$ cat src/odrc_pkg.sv
package odrc_pkg;

  // item kinds carried on the func field
  typedef enum logic [1:0] {
    FUNC_TICK = 2'd0,
    FUNC_HOST = 2'd1,
    FUNC_OCC  = 2'd2
  } func_e;

  // host command mode bytes with a meaning
  localparam logic [7:0] MODE_OFF  = 8'd0;
  localparam logic [7:0] MODE_ON   = 8'd1;
  localparam logic [7:0] MODE_AUTO = 8'd2;

  // occupancy report codes
  localparam logic [7:0] OCC_VACATED  = 8'd0;
  localparam logic [7:0] OCC_OCCUPIED = 8'd1;

  // configuration register indexes
  localparam logic [3:0] CFG_TICKS_PER_SECOND = 4'd0;
  localparam logic [3:0] CFG_REPORT_INTERVAL  = 4'd1;

  localparam logic [15:0] TICKS_PER_SECOND_RST = 16'd100;
  localparam logic [15:0] REPORT_INTERVAL_RST  = 16'd600;

  localparam int unsigned CD_W = 14;
  localparam logic [CD_W-1:0] SECONDS_PER_MINUTE = 14'd60;

  typedef struct packed {
    logic            load;
    logic [7:0]      mode;
    logic [7:0]      delay_min;
    logic            cd_active;
    logic [CD_W-1:0] cd_sec;
    logic [15:0]     prescaler;
    logic [15:0]     report_sec;
  } state_t;

  typedef struct packed {
    logic [1:0] func;
    logic [7:0] mode_code;
    logic [7:0] delay_minutes_in;
    logic [7:0] occupancy_code;
  } item_t;

  typedef struct packed {
    logic       load_on;
    logic       report_due;
    logic [7:0] mode_now;
    logic [7:0] delay_minutes_now;
    logic       countdown_running;
  } result_t;

endpackage

$ cat src/occupancy_delay_relay_controller.sv
// relay controller for one load with off, on and occupancy-driven auto modes.
// every accepted item (tick, host command or occupancy report) produces exactly
// one result item showing the controller state right after that item; ticks are
// prescaled to seconds by ticks_per_second, report_due pulses on the tick that
// completes a report interval, and in auto mode a vacated report starts a
// countdown of delay minutes times 60 seconds that switches the load off.
// an item passes through the input register, then the result register, on its
// way from acceptance to result, and one item is accepted every cycle; the only thing that
// holds the input back is a stalled result with a full input register.
// configuration writes are always ready and must be done while no item is
// in flight; indexes other than 0 and 1 are ignored.
module occupancy_delay_relay_controller (
  input  logic        clk_i,
  input  logic        rst_ni,
  // input items
  input  logic        in_valid_i,
  output logic        in_stall_o,
  input  logic [1:0]  func_i,
  input  logic [7:0]  mode_code_i,
  input  logic [7:0]  delay_minutes_in_i,
  input  logic [7:0]  occupancy_code_i,
  // result items
  output logic        out_valid_o,
  input  logic        out_stall_i,
  output logic        load_on_o,
  output logic        report_due_o,
  output logic [7:0]  mode_now_o,
  output logic [7:0]  delay_minutes_now_o,
  output logic        countdown_running_o,
  // configuration writes
  input  logic        cfg_valid_i,
  output logic        cfg_ready_o,
  input  logic [3:0]  cfg_index_i,
  input  logic [15:0] cfg_data_i
);

  // configuration registers
  logic [15:0] tps_q;
  logic [15:0] interval_q;

  // input register
  logic              s1_valid_q;
  odrc_pkg::item_t   s1_item_q;

  // controller state
  odrc_pkg::state_t  state_q;
  odrc_pkg::state_t  state_d;

  // result register
  logic              out_valid_q;
  odrc_pkg::result_t res_q;
  odrc_pkg::result_t res_d;

  logic out_free;  // result register can take a new item this cycle
  logic advance;   // input register item moves into the result register

  assign out_free   = !out_valid_q || !out_stall_i;
  assign advance    = s1_valid_q && out_free;
  assign in_stall_o = s1_valid_q && !out_free;
  assign cfg_ready_o = 1'b1;

  always_ff @(posedge clk_i or negedge rst_ni) begin
    if (!rst_ni) begin
      tps_q      <= odrc_pkg::TICKS_PER_SECOND_RST;
      interval_q <= odrc_pkg::REPORT_INTERVAL_RST;
    end else if (cfg_valid_i && cfg_ready_o) begin
      if (cfg_index_i == odrc_pkg::CFG_TICKS_PER_SECOND) begin
        tps_q <= cfg_data_i;
      end else if (cfg_index_i == odrc_pkg::CFG_REPORT_INTERVAL) begin
        interval_q <= cfg_data_i;
      end
    end
  end

  // input register: loads whenever it is empty or its item leaves
  always_ff @(posedge clk_i or negedge rst_ni) begin
    if (!rst_ni) begin
      s1_valid_q <= 1'b0;
    end else if (!s1_valid_q || out_free) begin
      s1_valid_q <= in_valid_i;
    end
  end

  always_ff @(posedge clk_i) begin
    if ((!s1_valid_q || out_free) && in_valid_i) begin
      s1_item_q.func             <= func_i;
      s1_item_q.mode_code        <= mode_code_i;
      s1_item_q.delay_minutes_in <= delay_minutes_in_i;
      s1_item_q.occupancy_code   <= occupancy_code_i;
    end
  end

  // next state and result for the item in the input register
  odrc_step u_step (
    .state_i            (state_q),
    .item_i             (s1_item_q),
    .ticks_per_second_i (tps_q),
    .report_interval_i  (interval_q),
    .state_o            (state_d),
    .result_o           (res_d)
  );

  // state only moves when its item is committed to the result register
  always_ff @(posedge clk_i or negedge rst_ni) begin
    if (!rst_ni) begin
      state_q <= '0;
    end else if (advance) begin
      state_q <= state_d;
    end
  end

  always_ff @(posedge clk_i or negedge rst_ni) begin
    if (!rst_ni) begin
      out_valid_q <= 1'b0;
    end else if (out_free) begin
      out_valid_q <= s1_valid_q;
    end
  end

  always_ff @(posedge clk_i) begin
    if (advance) begin
      res_q <= res_d;
    end
  end

  assign out_valid_o         = out_valid_q;
  assign load_on_o           = res_q.load_on;
  assign report_due_o        = res_q.report_due;
  assign mode_now_o          = res_q.mode_now;
  assign delay_minutes_now_o = res_q.delay_minutes_now;
  assign countdown_running_o = res_q.countdown_running;

`ifndef SYNTHESIS
  // state never moves without an item being committed
  a_state_hold: assert property (@(posedge clk_i) disable iff (!rst_ni)
    !advance |=> $stable(state_q))
    else $error("state changed without an item");

  // a waiting result matches the live state
  a_result_tracks_state: assert property (@(posedge clk_i) disable iff (!rst_ni)
    out_valid_o |-> (load_on_o == state_q.load &&
                     countdown_running_o == state_q.cd_active &&
                     mode_now_o == state_q.mode &&
                     delay_minutes_now_o == state_q.delay_min))
    else $error("result does not reflect controller state");

  // a report pulse leaves both second counters cleared
  a_pulse_clears: assert property (@(posedge clk_i) disable iff (!rst_ni)
    (out_valid_o && report_due_o) |-> (state_q.report_sec == '0 &&
                                       state_q.prescaler == '0))
    else $error("report pulse without counter wrap");
`endif

endmodule

$ cat src/odrc_step.sv
module odrc_step (
  input  odrc_pkg::state_t  state_i,
  input  odrc_pkg::item_t   item_i,
  input  logic [15:0]       ticks_per_second_i,
  input  logic [15:0]       report_interval_i,
  output odrc_pkg::state_t  state_o,
  output odrc_pkg::result_t result_o
);

  logic [15:0]               pre_next;
  logic [15:0]               rep_next;
  logic [odrc_pkg::CD_W-1:0] cd_next;
  logic [odrc_pkg::CD_W-1:0] cd_limit;
  logic                      pulse;

  assign pre_next = state_i.prescaler + 16'd1;
  assign rep_next = state_i.report_sec + 16'd1;
  assign cd_next  = state_i.cd_sec + 14'd1;
  // delay in seconds, at most 15300 so it fits the counter width
  assign cd_limit = odrc_pkg::CD_W'({6'd0, state_i.delay_min}) * odrc_pkg::SECONDS_PER_MINUTE;

  always_comb begin
    state_o = state_i;
    pulse   = 1'b0;
    unique case (item_i.func)
      odrc_pkg::FUNC_TICK: begin
        if (pre_next >= ticks_per_second_i) begin
          state_o.prescaler = '0;
          if (rep_next >= report_interval_i) begin
            state_o.report_sec = '0;
            pulse              = 1'b1;
          end else begin
            state_o.report_sec = rep_next;
          end
          if (state_i.cd_active) begin
            if (cd_next >= cd_limit) begin
              state_o.cd_active = 1'b0;
              state_o.cd_sec    = '0;
              state_o.load      = 1'b0;
            end else begin
              state_o.cd_sec = cd_next;
            end
          end
        end else begin
          state_o.prescaler = pre_next;
        end
      end
      odrc_pkg::FUNC_HOST: begin
        if (item_i.mode_code == odrc_pkg::MODE_OFF ||
            item_i.mode_code == odrc_pkg::MODE_AUTO) begin
          state_o.load      = 1'b0;
          state_o.cd_active = 1'b0;
        end else if (item_i.mode_code == odrc_pkg::MODE_ON) begin
          state_o.load      = 1'b1;
          state_o.cd_active = 1'b0;
        end
        state_o.mode      = item_i.mode_code;
        state_o.delay_min = item_i.delay_minutes_in;
      end
      odrc_pkg::FUNC_OCC: begin
        if (state_i.mode == odrc_pkg::MODE_AUTO) begin
          if (item_i.occupancy_code == odrc_pkg::OCC_OCCUPIED) begin
            state_o.cd_active = 1'b0;
            state_o.cd_sec    = '0;
            state_o.load      = 1'b1;
          end else if (item_i.occupancy_code == odrc_pkg::OCC_VACATED) begin
            state_o.cd_sec    = '0;
            state_o.cd_active = 1'b1;
          end
        end
      end
      default: ;
    endcase
  end

  assign result_o.load_on           = state_o.load;
  assign result_o.report_due        = pulse;
  assign result_o.mode_now          = state_o.mode;
  assign result_o.delay_minutes_now = state_o.delay_min;
  assign result_o.countdown_running = state_o.cd_active;

endmodule
$ cat config.mk
export PLATFORM = sky130hd
export DESIGN_NAME = occupancy_delay_relay_controller
export DESIGN_NICKNAME = d
export VERILOG_FILES = /design/src/odrc_pkg.sv /design/src/occupancy_delay_relay_controller.sv /design/src/odrc_step.sv
export SDC_FILE = /design/constraint.sdc
export NUM_CORES = 1
export LEC_CHECK = 0
export ABC_CLOCK_PERIOD_IN_PS = 13300
export BUFFER_PORTS_ARGS = -buffer_cell sky130_fd_sc_hd__buf_4
export CAP_MARGIN = 20
export CORE_ASPECT_RATIO = 0.7
export CORE_MARGIN = 5
export CORE_UTILIZATION = 45
export CTS_CLUSTER_SIZE = 40
export DETAILED_ROUTE_END_ITERATION = 8
export GPL_TIMING_DRIVEN = 0
export PLACE_DENSITY_LB_ADDON = 0.2
export SYNTH_ARGS = -nofsm -noshare
export SYNTH_HDL_FRONTEND = slang
export SYNTH_SLANG_ARGS = --single-unit
$ cat constraint.sdc
create_clock -name clk_i -period 13.3 [get_ports clk_i]
set_clock_uncertainty 0.05 [all_clocks]
set_input_delay 1.995 -clock clk_i [delete_from_list [all_inputs] [get_ports clk_i]]
set_output_delay 1.995 -clock clk_i [all_outputs]
set_load 0.02 [all_outputs]
**Word level (Yosys, flattened, before mapping)**

Index checks and enable logic that the tools add are counted.
Widths: inputs -> output; s select.

- Bits in registers: 143
- Latch bits: 0
- Memory bits (writable): 0
- ROM bits: 0
- Output and inout bits: 22
- Word-level logic and storage cells: 83
- Memories: 0

- Add/sub/neg operators: 3
- Multipliers: 1
- Div/mod/pow operators: 0
- Magnitude comparators: 3
- Eq/ne operators: 11
- Shifts and indexed selects: 0
- Multiplexer cells: 23
- Bitwise gates (word level): 1
- Reductions and logical operators: 21

Operator list:

| cell | count |
|---|---|
| $mux 15 | 5 |
| $mux 16 | 3 |
| $add 16x1->16 const B | 2 |
| $ge 16x16->1 | 2 |
| $pmux 14 s2 | 1 |
| $eq 8x1->1 const B | 2 |
| $eq 8x2->1 const B | 2 |
| $logic_not 8->1 | 2 |
| $add 14x1->14 const B | 1 |
| $ge 14x14->1 | 1 |
| $mux 14 | 1 |
| $mul 8x4->12 const B | 1 |
| $mux 1 | 11 |
| $pmux 1 s3 | 2 |
| $reduce_and 2->1 | 3 |
| $reduce_and 3->1 | 2 |
| $reduce_and 6->1 | 1 |
| $eq 4x1->1 const B | 1 |
| $logic_not 1->1 | 4 |
| $logic_not 4->1 | 1 |
| $ne 2x1->1 const B | 2 |
| $logic_and 1x1->1 | 3 |
| $logic_or 1x1->1 | 3 |
| $ne 3x1->1 const B | 1 |
| other kinds (6) | 6 |

**Longest topological paths before layout**

Gate-level depths: netlist of run 1.

- Word-level depth: 6
- Depth in mapped cells: 21

**By module**

Synthesis of run 1 repeated with hierarchy kept, for this count alone.

- Cells, all modules: 830
- Area, all modules: 9,016.1 µm²

By module, submodules not included:

| module | times used | cells an instance | area an instance (µm²) |
|---|---|---|---|
| occupancy_delay_relay_controller | 1 | 260 | 5,091.1 |
| odrc_step | 1 | 570 | 3,925.0 |

**Least setup slack after synthesis of run 1**

No wires, ideal clock.

- Path kind: flip-flop to flip-flop
- Start point: reg state_q[47] (netlist name)
- End point: reg state_q[41] (netlist name)
- Library setup time: 0.121 ns
- Data arrival time: 4.578 ns
- Required time: 13.129 ns
- Slack: 8.551 ns
- Stages on the path, launching flop included: 21
- Buffers on the path: 2
- Cells stage by stage: dfrtp_1 > fa_1 > fa_1 > ha_1 > a21o_1 > a21oi_1 > o21ai_0 > a2111oi_0 > o31ai_1 > a21oi_1 > xor2_1 > ha_1 > nand4_1 > nor4_1 > o31ai_1 > o211ai_1 > or3b_1 > buf_6 > nor2_8 > buf_8 > a22o_1

- Longest elaborated chain between the ends: 6

RTL lines:

| what | line | RTL |
|---|---|---|
| from (decl) | occupancy_delay_relay_controller.sv:46 | `odrc_pkg::state_t state_q;` |
| from (signal assigned) | occupancy_delay_relay_controller.sv:108 | `state_q <= state_d;` |
| $mul 8x4->12 | odrc_step.sv:20 | `assign cd_limit = odrc_pkg::CD_W'({6'd0, state_i.delay_min}) * odrc_pkg::SECONDS_PER_MINUTE;` |
| $ge 14x14->1 | odrc_step.sv:36 | `if (cd_next >= cd_limit) begin` |
| $mux 14 | odrc_step.sv:36 |  |
| $mux 15 | odrc_step.sv:35 | `if (state_i.cd_active) begin` |
| $mux 15 | odrc_step.sv:27 | `if (pre_next >= ticks_per_second_i) begin` |
| $pmux 14 s2 | odrc_step.sv:25 | `unique case (item_i.func)` |

No other way between the ends. The select of a mux whose other input is x is not followed.
A chain may end at the register's enable or synchronous reset.

**Worst setup path in the final report of run 1**

Same ends and word-level chain as after synthesis.

==> results of run 1 <==
[through the flow]
stage,power [mW],setup slack (ns),hold WS [ns],cell area [sq um],cells
2_1_floorplan,0.903,8.55,0.406,8060,768
6_report,1.49,7.70,0.456,9500,1104
3_3_place_gp,1.00,7.90,0.425,8880,1070
5_1_grt,1.61,7.33,0.468,9500,1104
4_1_cts,1.50,7.73,0.453,9470,1103
3_5_place_dp,1.03,7.76,0.432,8910,1071
[logic make-up (layout without fill, tap and decap cells)]
logic type      count (synthesis)  count (layout)  synth area share (%)
compound gates                150             150                  12.2
xor+xnor                       48              48                  5.22
fa+ha+maj                      75              75                  12.9
buf+inv                        95             200                  4.80
flops                         143             143                  47.3
mux                            26              26                  3.63
other cells                     1               1                0.0466
simple gates                  230             230                  13.9
[worst paths after layout]
kind,end,cells after the start,start
worst max-delay path,state_q[41],20,state_q[47]
worst min-delay path,interval_q[11],1,interval_q[11]
worst max register to register,state_q[41],20,state_q[47]
worst min register to register,interval_q[11],1,interval_q[11]
max in group asynchronous,interval_q[3],2,rst_ni
min in group asynchronous,state_q[9],1,rst_ni
[cell usage after synthesis, drive strengths merged, types with 2 or more instances]
cell,instances
xor2,20
o21bai,7
a21oi,21
a21o,9
a31oi,2
nand4,8
and3,20
o31ai,10
and2,3
nor2,18
nand2,112
a2111oi,2
o211ai,2
edfxtp,45
dfstp,7
ha,62
dfrtp,91
a22o,23
or2,4
mux2,26
inv,66
nand2b,14
xnor2,28
nand3,26
buf,4
nor2b,7
nor3,8
fa,13
clkbuf,24
nor4,6
a2bb2oi,5
o21ai,61
[power by group]
| group | internal (mW) | total [mW] | switching [mW] |
|---|---|---|---|
| Clock | 0.248 | 0.460 | 0.212 |
| Sequential | 0.518 | 0.554 | 0.0360 |
| Combinational | 0.209 | 0.477 | 0.269 |
[state kept, by name, indices dropped and copies added (netlist names)]
name and flops:
report_due_o 1, interval_q 16, s1_item_q 26, delay_minutes_now_o 8, mode_now_o 8, state_q 64, countdown_running_o 1, s1_valid_q 1
tps_q 16, out_valid_o 1, load_on_o 1
[layer usage]
| layer | vias up | global-route usage [%] | share of wire, % |
|---|---|---|---|
| li1 | 2853 | - | - |
| met5 | - | 0 | 0 |
| met3 | 17 | 4.77 | 5.1 |
| met4 | 0 | 5.14 | 1.3 |
| met2 | 133 | 28.5 | 46 |
| met1 | 2781 | 24.4 | 48 |
[layout make-up]
cell class	instances	share of cell area [%]
sequential	143	40.1
multi-input combinational	530	40.6
buffer	28	1.44
inverter	67	2.65
clock inverter	15	1.46
clock buffer	17	4.48
timing repair buffer	73	6.19
tap	231	3.04
[critical path, cell delays in order (launching register included)]
cell	delay (ns)
dfrtp_1	0.46
fa_1	0.61
fa_1	0.46
ha_1	0.29
a21o_1	0.18
a21oi_1	0.23
o21ai_0	0.15
a2111oi_0	0.66
o31ai_1	0.15
a21oi_1	0.19
xor2_1	0.10
ha_1	0.31
nand4_1	0.16
nor4_1	0.37
o31ai_1	0.14
o211ai_1	0.22
or3b_1	0.20
buf_6	0.14
nor2_8	0.04
buf_8	0.15
a22o_1	0.22
==> flow_metrics.py, run 1 <==
metrics = {
    "sta": {
        "period_needed_ns": 5.60,
        "finalHoldViolCount": 0,
        "slew_headroom_pct": 41.4,
        "worst_pin_slew_ns": 0.873,
        "tns_ns": 0,
        "rsz0062_at_grt": "false",
        "slew_viol_final": 0,
        "fin_crit_sh_pct": 42.1,
        "clock.fmax_mhz": 178,
        "finalSetupViolations": 0,
    },
    "cts": {
        "cts_tree": "built",
        "post-cts-setup-buffers": 0,
        "cts_root_buf": "clkbuf_16",
        "cts_hold_buf": 0,
        "cts.sinks": 143,
        "h-tree-depth": 4,
        "cts_buffers": 17,
        "cts-resized-gates": 0,
        "worstSkewPairLatency_ns": 0.42,
        "clkSlewWorstSetupHoldPaths_ns": 0.07,
        "cts_buffer_depth": 2,
    },
    "yosys": {
        "yosys-top-cells-area": "dfrtp_1 (28%), edfxtp_1 (17%), ha_1 (9.6%), nand2_1 (5.2%), mux2_2 (3.6%)",
        "synth.avg_cell_area_sq_um": 10.5,
        "synth_top_area_share_pct": 28.3,
        "synth_area_sq_um": 8060,
        "yosysSeqAreaShare_pct": 47.3,
        "synth-async-reset-ratio_pct": 68.5,
        "synth.distinct_cells": 55,
        "ys_ff_latch": 143,
        "synthFlopType": "dfrtp_1",
        "synth_nets": 894,
        "syn-instance-count": 768,
        "synth_edf_count": 45,
        "ys_warn_count": 0,
        "yosysTopAreaCell": "dfrtp_1",
    },
    "route": {
        "dr_total_vias": 5784,
        "via_per_inst": 5.24,
        "drt_iter0_markers": 347,
        "dr.pass1.iters": 4,
        "drc": 0,
        "ant_nets": 0,
        "drt_wl_total_mm": 17.9,
        "wl_per_cell_microns": 16.2,
    },
    "worst_setup_path": {
        "crit_type": "flop to flop",
        "cp.arrival_ns": 5.87,
        "crit_required_ns": 13.56,
        "r2r_slack_ns": 7.70,
        "endpoint_kind": "flop",
        "cp-start-kind": "flop",
        "crit_fanout": 10,
    },
    "cells_and_area": {
        "multiInputGateArea_sq_um": 3860,
        "layout_common_cells": "nand2_1 (111), dfrtp_1 (91), buf_4 (72)",
        "fin_util_pct": 54.7,
        "layout.nets": 986,
        "seq_area_sq_um": 3810,
        "n_antenna_cell": 0,
        "drive_above_1_share_pct": 17.4,
        "area_delta_synth_final_pct": 17.9,
        "fillers": 1475,
        "layout_commonest_cell": "nand2_1",
    },
    "global_route": {
        "antenna_found_initial": 0,
        "grt_max_degree": 68,
        "grt_pass1_wl_mm": 29.5,
        "gr-total-overflow": 0,
        "track_usage_pct": 17.9,
        "grt_pass1_vias": 5974,
    },
    "floorplan": {
        "die_h_microns": 122,
        "core-area_sq_um": 17400,
        "ioPinCount": 73,
        "die-width_microns": 170,
        "rows": 40,
        "initial_core_util_pct": 46.4,
        "dieArea_sq_um": 20700,
    },
    "pwr": {
        "powerDensity_nw_per_um2": 157,
        "p_leak_nw": 4.46,
        "ir_worst_vdd_mv": 0.0821,
    },
    "outcome": {
        "run_status": "complete, no violations",
    },
    "place": {
        "dpl.hpwl_mm": 13.3,
        "gp_congestion": 0.854,
        "port_buffers": 71,
    },
    "job": {
        "cap_viol_max_count": 0,
    },
    "hold_path": {
        "hp-class": "flop to flop",
    },
}
(Power assumes the default switching activity.)
==> inputs of run 2 (changes only) <==
--- a/config.mk
+++ b/config.mk
@@ -5,7 +5,7 @@
 export SDC_FILE = /design/constraint.sdc
 export NUM_CORES = 1
 export LEC_CHECK = 0
-export ABC_CLOCK_PERIOD_IN_PS = 13300
+export ABC_CLOCK_PERIOD_IN_PS = 4800
 export BUFFER_PORTS_ARGS = -buffer_cell sky130_fd_sc_hd__buf_4
 export CAP_MARGIN = 20
 export CORE_ASPECT_RATIO = 0.7
==> constraint.sdc (replaced) <==
create_clock -name clk_i -period 4.8 [get_ports clk_i]
set_clock_uncertainty 0.05 [all_clocks]
set_input_delay 0.72 -clock clk_i [delete_from_list [all_inputs] [get_ports clk_i]]
set_output_delay 0.72 -clock clk_i [all_outputs]
set_load 0.02 [all_outputs]
==> flow_metrics.py, run 2 (synthesis results as in run 1) <==
metrics = {
    "worst_setup_path": {
        "crit_buf_inv": 2,
        "crit_fanout": 10,
        "r2r_start": "state_q[49]",
        "crit_required_ns": 5.12,
        "cp.arrival_ns": 5.28,
        "cp-start-kind": "flop",
        "worst_path_max_delay_cell": "fa_1",
        "critical_path.cell_chain": "fa_1 -> fa_1 -> ha_1 -> a21o_1 -> a21oi_2 -> o21ai_2 -> a2111oi_4 -> o31ai_1 -> a21oi_1 -> xor2_1 -> ha_1 -> nand4_1 -> nor4_2 -> o31ai_1 -> o211ai_1 -> or3b_1 -> buf_6 -> nor2_8 -> buf_8 -> a22o_1",
        "cp_top_family": "adder cells",
        "endpoint_kind": "flop",
        "crit_type": "flop to flop",
        "critPathMaxStageDelay_ns": 0.59,
        "critPathLaunch": "state_q[49]",
    },
    "route": {
        "drt_wl_total_mm": 18.3,
        "dr.pass1.iters": 5,
        "drt_iter0_markers": 358,
        "via_per_inst": 5.29,
        "dr_total_vias": 5900,
        "drc": 0,
        "ant_nets": 0,
        "wl_per_cell_microns": 16.4,
    },
    "cts": {
        "cts_buffer_depth": 2,
        "cts.sinks": 143,
        "cts_buffers": 17,
        "cts_root_buf": "clkbuf_16",
        "cts_tree": "built",
        "clkSlewWorstSetupHoldPaths_ns": 0.07,
        "cts_hold_buf": 0,
        "h-tree-depth": 4,
        "worstSkewPairLatency_ns": 0.43,
    },
    "global_route": {
        "grt_pass1_wl_mm": 30.2,
        "grt_pass1_vias": 6116,
        "track_usage_pct": 18.3,
        "gr-total-overflow": 0,
        "antenna_found_initial": 0,
        "grt_max_degree": 68,
    },
    "cells_and_area": {
        "fin_util_pct": 55.5,
        "fin_area_sq_um": 9650,
        "layoutNonFillerInstCount": 1116,
        "n_antenna_cell": 0,
        "top_register": "state_q",
        "reg_top3": "state_q x64, s1_item_q x26",
        "layout_common_cells": "nand2_1 (111), dfrtp_1 (88), buf_4 (84)",
        "layout.nets": 998,
        "layout_commonest_cell": "nand2_1",
        "fillers": 1457,
        "area_delta_synth_final_pct": 19.7,
        "largest_reg_flops": 64,
        "drive_above_1_share_pct": 20.0,
    },
    "outcome": {
        "run_status": "finished, violations left",
        "violations": "negative setup slack",
    },
    "pwr": {
        "total_power_mw": 4.34,
        "p_leak_nw": 4.52,
        "powerDensity_nw_per_um2": 450,
        "ir_worst_vdd_mv": 0.231,
    },
    "floorplan": {
        "die_h_microns": 122,
        "rows": 40,
        "core-area_sq_um": 17400,
        "initial_core_util_pct": 46.4,
        "die-width_microns": 170,
        "dieArea_sq_um": 20700,
        "ioPinCount": 73,
    },
    "job": {
        "cap_viol_max_count": 0,
    },
    "sta": {
        "period_needed_ns": 4.97,
        "finalHoldViolCount": 0,
        "slew_viol_final": 0,
        "fin_crit_sh_pct": 103,
        "clock.fmax_mhz": 201,
        "finalSetupViolations": 14,
        "rsz0062_at_grt": "true",
        "worst_pin_slew_ns": 0.879,
        "worst_slack_ns": -0.168,
        "slew_headroom_pct": 40.9,
    },
    "place": {
        "dp_cells": 1071,
        "port_buffers": 71,
        "dpl_worst_slack_ns": -0.742,
        "dpl_cell_area_sq_um": 8910,
        "gp_congestion": 0.854,
        "dpl.hpwl_mm": 13.3,
    },
    "hold_path": {
        "hp-class": "primary input to asynchronous set/reset pin",
    },
}
[run 2: cell type report]
cell class | count | area [sq um] | share of cell area [%]
multi-input combinational | 530 | 3910 | 40.5
clock buffer | 17 | 425 | 4.41
buffer | 28 | 136 | 1.41
inverter | 67 | 251 | 2.61
sequential | 143 | 3820 | 39.6
tap | 231 | 289 | 3.00
clock inverter | 15 | 139 | 1.44
timing repair buffer | 85 | 678 | 7.03
[run 2: worst reg2reg max path: cells and delay by family (launching register included)]
kind,cells,cell delay [ns]
xor+xnor,1,0.18
compound gates,9,1.57
simple gates,4,0.76
buf+inv,2,0.31
fa+ha+maj,4,1.62
flops,1,0.44
[run 2: worst paths after layout]
check                            endpoint  slack, ns  cells after the start
min in group clk_i          s1_item_q[19]       0.41                      1
setup reg to reg              state_q[41]      -0.17                     20
hold reg to reg            interval_q[11]       0.46                      1
max in group asynchronous   interval_q[3]       3.80                      2
setup / recovery              state_q[41]      -0.17                     20
hold / removal                 state_q[9]       0.18                      1
[run 2: routing by layer]
layer  routed length [microns]  global-route usage [%]  vias to the layer above
met1                      8750                    24.6                     2884
li1                          -                       -                     2874
met3                       896                    4.96                       23
met4                       246                    4.99                        0
met2                      8420                    29.7                      119
met5                         0                       0                        -
[run 2: what timing repair did]
action / 4_1_cts / 5_1_grt
gates resized for setup: 13 / 5
buffers inserted: 12 / 1
pin swaps: 13 / 9
endpoints found under the hold margin: 0 / 0
setup endpoints to repair: 18 / 18
gates cloned: 0 / 0
[run 2: power by group]
group | leakage (nW) | switching (mW) | total, mW | internal [mW]
Sequential | 1.66 | 0.0981 | 1.53 | 1.44
Combinational | 2.59 | 0.834 | 1.52 | 0.691
Clock | 0.274 | 0.592 | 1.28 | 0.688
Total | 4.52 | 1.52 | 4.34 | 2.82
[run 2: stage by stage]
stage	hold WS [ns]	setup TNS, ns
floorplan	0.374	0
global placement	0.425	-8.28
detailed placement	0.432	-10.87
CTS	0.193	-0.779
global route	0.204	-5.56
finish	0.183	-1.88
